File: config.mk
export PLATFORM = sky130hd
export DESIGN_NAME = bfos_cell
export DESIGN_NICKNAME = d
export VERILOG_FILES = /design/src/rtl/box_filter_and_overlap_suppression_top_assert.svh /design/src/rtl/bfos_pkg.sv /design/src/rtl/bfos_cell.sv
export SDC_FILE = /design/constraint.sdc
export NUM_CORES = 1
export LEC_CHECK = 0
export BUFFER_PORTS_ARGS = -buffer_cell sky130_fd_sc_hd__buf_2
export CAP_MARGIN = 20
export CORE_ASPECT_RATIO = 1.5
export CORE_MARGIN = 10
export CORE_UTILIZATION = 35
export CTS_BUF_LIST = sky130_fd_sc_hd__clkbuf_8
export CTS_CLUSTER_SIZE = 10
export DETAILED_ROUTE_END_ITERATION = 10
export PLACE_DENSITY = 0.64
export SLEW_MARGIN = 5
export SYNTH_ARGS = -nofsm -noshare
export SYNTH_HDL_FRONTEND = slang
export SYNTH_SLANG_ARGS = --single-unit
File: constraint.sdc
create_clock -name clk -period 18.5 [get_ports clk]
set_input_delay 5.55 -clock clk [delete_from_list [all_inputs] [get_ports clk]]
set_output_delay 5.55 -clock clk [all_outputs]
set_load 0.01 [all_outputs]
File: src/rtl/box_filter_and_overlap_suppression_top_assert.svh
// Assertion macros for the box filter and overlap suppression block.
`ifndef BOX_FILTER_AND_OVERLAP_SUPPRESSION_TOP_ASSERT_SVH
`define BOX_FILTER_AND_OVERLAP_SUPPRESSION_TOP_ASSERT_SVH

`ifndef SYNTH

// Same-cycle implication
`define BFOS_ASSERT_IMP(lbl, ante, cons) \
  lbl: assert property (@(posedge clk) disable iff (!rst_n) (ante) |-> (cons)) \
    else $error("bfos assertion failed");

// Next-cycle implication
`define BFOS_ASSERT_NXT(lbl, ante, cons) \
  lbl: assert property (@(posedge clk) disable iff (!rst_n) (ante) |=> (cons)) \
    else $error("bfos assertion failed");

`else

`define BFOS_ASSERT_IMP(lbl, ante, cons)
`define BFOS_ASSERT_NXT(lbl, ante, cons)

`endif

`endif

File: src/rtl/bfos_pkg.sv
// Shared types and constants of the box filter and overlap suppression block.
package bfos_pkg;

  localparam int unsigned POS_W   = 13;
  localparam int unsigned SIZE_W  = 12;
  localparam int unsigned CONF_W  = 10;
  localparam int unsigned IOU_W   = 9;
  localparam int unsigned AREA_W  = 2 * SIZE_W;
  localparam int unsigned UNION_W = AREA_W + 1;
  localparam int unsigned PROD_W  = IOU_W + UNION_W;

  // Configuration register indexes
  localparam logic [1:0] CFG_CONF_THR = 2'd0;
  localparam logic [1:0] CFG_IOU_THR  = 2'd1;

  // Stored box: position, size and confidence
  typedef struct packed {
    logic [CONF_W-1:0]        conf;
    logic [SIZE_W-1:0]        h;
    logic [SIZE_W-1:0]        w;
    logic signed [POS_W-1:0]  y;
    logic signed [POS_W-1:0]  x;
  } box_t;

  // Control broadcast from the sequencer to every cell
  typedef struct packed {
    logic upd;    // kept candidate is offered to the store this cycle
    logic shift;  // store moves one place toward the head
  } bfos_ctrl_t;

endpackage

File: src/rtl/bfos_cell.sv
// One store cell: a box slot with its overlap pipeline against the candidate.
module bfos_cell (
  input  logic                          clk,
  input  logic                          rst_n,
  input  bfos_pkg::bfos_ctrl_t          ctrl,
  input  bfos_pkg::box_t                cand,
  input  logic [bfos_pkg::AREA_W-1:0]   cand_area,
  input  logic [bfos_pkg::IOU_W-1:0]    iou_thr,
  input  logic                          hit_in,
  input  logic                          prev_valid,
  input  logic                          any_hit,
  input  bfos_pkg::box_t                nbr_box,
  input  logic [bfos_pkg::AREA_W-1:0]   nbr_area,
  input  logic                          nbr_valid,
  output bfos_pkg::box_t                box,
  output logic [bfos_pkg::AREA_W-1:0]   area,
  output logic                          valid,
  output logic                          hit_out,
  output logic                          wr
);
  import bfos_pkg::*;

  box_t                box_r;
  logic [AREA_W-1:0]   area_r;
  logic                valid_r;
  logic [SIZE_W-1:0]   iw_r, ih_r;
  logic [AREA_W-1:0]   inter_r, inter_d_r;
  logic [PROD_W-1:0]   prod_r;
  logic                match_r;
  logic [SIZE_W-1:0]   iw_nxt, ih_nxt;
  logic [AREA_W-1:0]   inter_nxt;
  logic [UNION_W-1:0]  uni;
  logic [PROD_W-1:0]   prod_nxt;
  logic                hit_here, repl, app;

  // Overlap length of two intervals, clipped at zero
  function automatic logic [SIZE_W-1:0] overlap_1d(
    input logic signed [POS_W-1:0] a, input logic [SIZE_W-1:0] la,
    input logic signed [POS_W-1:0] b, input logic [SIZE_W-1:0] lb);
    logic signed [POS_W:0]   ea, eb, lo, hi;
    logic signed [POS_W+1:0] d;
    ea = $signed({a[POS_W-1], a}) + $signed({2'b00, la});
    eb = $signed({b[POS_W-1], b}) + $signed({2'b00, lb});
    lo = (a > b) ? $signed({a[POS_W-1], a}) : $signed({b[POS_W-1], b});
    hi = (ea < eb) ? ea : eb;
    d  = $signed({hi[POS_W], hi}) - $signed({lo[POS_W], lo});
    return (d > 15'sd0) ? d[SIZE_W-1:0] : '0;
  endfunction

  // Stage 1: overlap widths
  assign iw_nxt = overlap_1d(cand.x, cand.w, box_r.x, box_r.w);
  assign ih_nxt = overlap_1d(cand.y, cand.h, box_r.y, box_r.h);

  // Stage 2: intersection area
  assign inter_nxt = {{SIZE_W{1'b0}}, iw_r} * {{SIZE_W{1'b0}}, ih_r};

  // Stage 3: threshold times union
  assign uni      = {1'b0, cand_area} + {1'b0, area_r} - {1'b0, inter_r};
  assign prod_nxt = {{(PROD_W-IOU_W){1'b0}}, iou_thr} * {{(PROD_W-UNION_W){1'b0}}, uni};

  always_ff @(posedge clk) begin
    iw_r      <= iw_nxt;
    ih_r      <= ih_nxt;
    inter_r   <= inter_nxt;
    inter_d_r <= inter_r;
    prod_r    <= prod_nxt;
    // Stage 4: inter*256 > thr*union
    match_r   <= {{(PROD_W-AREA_W-8){1'b0}}, inter_d_r, 8'h00} > prod_r;
  end

  // First duplicate in store order wins; append goes to the first free slot
  assign hit_here = valid_r & match_r;
  assign hit_out  = hit_in | hit_here;
  assign repl     = ctrl.upd & hit_here & ~hit_in & (cand.conf > box_r.conf);
  assign app      = ctrl.upd & ~valid_r & prev_valid & ~any_hit;
  assign wr       = repl | app;

  // Slot contents
  always_ff @(posedge clk) begin
    if (ctrl.shift) begin
      box_r  <= nbr_box;
      area_r <= nbr_area;
    end else if (wr) begin
      box_r  <= cand;
      area_r <= cand_area;
    end
  end

  always_ff @(posedge clk) begin
    if (!rst_n) begin
      valid_r <= 1'b0;
    end else if (ctrl.shift) begin
      valid_r <= nbr_valid;
    end else if (app) begin
      valid_r <= 1'b1;
    end
  end

  assign box   = box_r;
  assign area  = area_r;
  assign valid = valid_r;

endmodule

==> flow_summary.ini <==
[sta]
skew_ns = 0.0297
drv_slew = 0
min_period_ns = 12.80
tightest_slew_ns = 0.969
setup_violations = 0
final.setup.tns_ns = 0
finalHoldViolCount = 0
max_freq_mhz = 78.1
period_share = 0.692
grt_setup_unrepaired = no
slew_headroom = 0.349

[detailed_routing]
vias = 20600
wl_mm = 69.2
initialDrtViolationCount = 910
via_per_inst = 4.98
detail-route-antenna-nets = 0
wire_per_inst_um = 16.7
drc_errors = 0
drtPass1Iterations = 5

[yosys]
ys.flop_type = dfxtp_1
netlist.area_leader.share = 0.224
netlist_instances = 2929
synth.top_cells.by_area = fa_1 (22%), ha_1 (15%), edfxtp_1 (9.7%)
synth_area_leader_cell = fa_1
syn_area_mm2 = 0.0261
synth_cell_type_count = 83
synth-seq-cells = 192
synth-edff-count = 84
async_flop_share = 0
yosys_warnings = 0
yosysSeqAreaShare = 0.179
avgSynthCellArea_um2 = 8.92
synth_nets = 3709

[layout]
layout-drive-gt1-share = 0.130
nNetsFinal = 3906
areaGrowthSynthToFinish_pct = 10.3
final_area_mm2 = 0.0288

[clock_network]
clk_path_buf_depth = 2
cts_tree = done
cts_sinks = 192
numCtsBuffers = 17
cts-root-buf = clkbuf_8
cts.htree.levels = 4
clkSlewWorstSetupHoldPaths_ns = 0.13
cts_resized = 0
cts.hold.buffers_added = 0
cts_setup_buffers = 0
insertion_delay_ns = 0.58

[floorplan]
ios = 272
initial_utilization = 0.354
die-area_mm2 = 0.0862
die_x_um = 243
die_height_um = 355
fp-row-count = 122
fp.coreArea_mm2 = 0.0739

[critical_path]
crit_required_ns = 19.02
crit_arrival_ns = 13.32
crit_path_end_kind = register
critical_path.max_fanout = 10
worstSetupStartpointType = primary input
worst-setup-path-type = primary input to register

[global_route]
grt_usage = 0.163
grt_overflow = 0
grt_max_degree = 63
antenna_found_initial = 6
grt_pass1_vias = 22100
grt_pass1_wl_mm = 114

[placement]
placed_cell_area_mm2 = 0.0284
port_buffers = 271
globalplace.congestion = 0.904
hpwl_mm = 58.1

[status]
status = finished clean

[min_path]
min_path_type = register to register

[job]
drv_cap = 0
cell type report:
type,instances,area (µm²)
diodes,3,7.51
clock buffers,18,248
clock inverters,14,150
fillers,7662,45100
inverters,513,1930
multi-input cells,2124,19200
flip-flops and latches,192,4680
well taps,992,1240
repair buffers,278,1410
cell usage after synthesis, drive strengths merged, types with 11 or more instances:
| library cell | count |
|---|---|
| a211oi | 12 |
| a21o | 54 |
| a21oi | 109 |
| a31oi | 30 |
| and2 | 142 |
| and3 | 34 |
| clkbuf | 94 |
| dfxtp | 108 |
| edfxtp | 84 |
| fa | 292 |
| ha | 303 |
| inv | 513 |
| mux2 | 69 |
| mux2i | 45 |
| nand2 | 287 |
| nand2b | 37 |
| nand3 | 62 |
| nand4 | 13 |
| nor2 | 120 |
| nor2b | 48 |
| nor3 | 54 |
| nor3b | 11 |
| o21a | 32 |
| o21ai | 92 |
| o31ai | 12 |
| or3 | 14 |
| or4 | 12 |
| xnor2 | 73 |
| xor2 | 42 |
critical path: stages:
cell and delay, ns:
buf_2 0.08, inv_1 0.06, fa_1 0.50, inv_1 0.05, ha_1 0.34, a21o_1 0.15
nand4_1 0.14, and3_4 0.22, nor3b_2 0.58, o21ai_4 0.19, a21oi_4 0.28, nor2_1 0.19
o311ai_0 0.66, fa_1 0.58, fa_1 0.49, fa_1 0.55, inv_1 0.06, fa_1 0.54
inv_1 0.05, ha_1 0.37, a21o_1 0.22, a21oi_1 0.22, nand2_1 0.07, o31ai_1 0.53
o21ai_1 0.24, a221oi_2 0.28, xnor2_1 0.14
kinds of logic (layout without fill, tap and decap cells):
group                      count (synthesis)  count (layout)  share of synthesized area
and+or+nand+nor                          862             862                      0.165
muxes                                    114             114                     0.0470
buffers and inverters                    613             823                     0.0883
xor gates and xnor gates                 115             115                     0.0385
adders and majority gates                595             595                      0.369
AOI/OAI and AO/OA                        438             438                      0.114
DFF                                      192             192                      0.179
other                                      0               3                          0
sequential cells by signal, indices dropped and copies added (netlist names):
name       flops
valid          1
inter_d_r     24
match_r        1
ih_r          12
area          24
inter_r       24
box           60
iw_r          12
prod_r        34
stage by stage:
stage | setup slack (ns) | utilization | cells | hold slack (ns)
finish | 5.70 | 0.390 | 4134 | 0.373
global route | 5.38 | 0.390 | 4134 | 0.382
detailed placement | 5.19 | 0.385 | 4099 | 0.361
CTS | 5.84 | 0.390 | 4131 | 0.378
floorplan | 6.32 | - | 2929 | 0.334
global placement | 5.29 | 0.385 | 4099 | 0.360
cells in the final DEF (no fill, tap or decap), drive strengths merged, types with 6 or more instances in the layout:
cell | Yosys | routed
a211oi | 12 | 12
a21o | 54 | 54
a21oi | 109 | 109
a221oi | 7 | 7
a222oi | 7 | 7
a31oi | 30 | 30
and2 | 142 | 142
and3 | 34 | 34
buf | 6 | 278
clkbuf | 94 | 18
dfxtp | 108 | 108
edfxtp | 84 | 84
fa | 292 | 292
ha | 303 | 303
inv | 513 | 521
mux2 | 69 | 69
mux2i | 45 | 45
nand2 | 287 | 287
nand2b | 37 | 37
nand3 | 62 | 62
nand3b | 8 | 8
nand4 | 13 | 13
nor2 | 120 | 120
nor2b | 48 | 48
nor3 | 54 | 54
nor3b | 11 | 11
o211ai | 10 | 10
o21a | 32 | 32
o21ai | 92 | 92
o21bai | 10 | 10
o311ai | 8 | 8
o31ai | 12 | 12
or2 | 6 | 6
or3 | 14 | 14
or4 | 12 | 12
xnor2 | 73 | 73
xor2 | 42 | 42
routing by layer:
layer,routed length [µm],track usage,vias to the layer above
met2,36300,0.301,489
met3,2970,0.0299,126
met5,13,0,-
li1,-,-,10000
met1,27600,0.181,9921
met4,2340,0.0664,2
worst paths after layout:
check	from	to	slack, ns	depth (start not counted)
min	inter_r[15]$_DFF_P_	inter_d_r[15]$_DFF_P_	0.37	0
max	cand_area[2]	prod_r[33]$_DFF_P_	5.70	27
max reg2reg	area[2]$_DFFE_PP_	prod_r[33]$_DFF_P_	10.38	26
min reg2reg	inter_r[15]$_DFF_P_	inter_d_r[15]$_DFF_P_	0.37	0
Power is left out: the tool's default activity adds up to more than one toggle a clock period on the data nets, which glitch-free logic cannot reach.
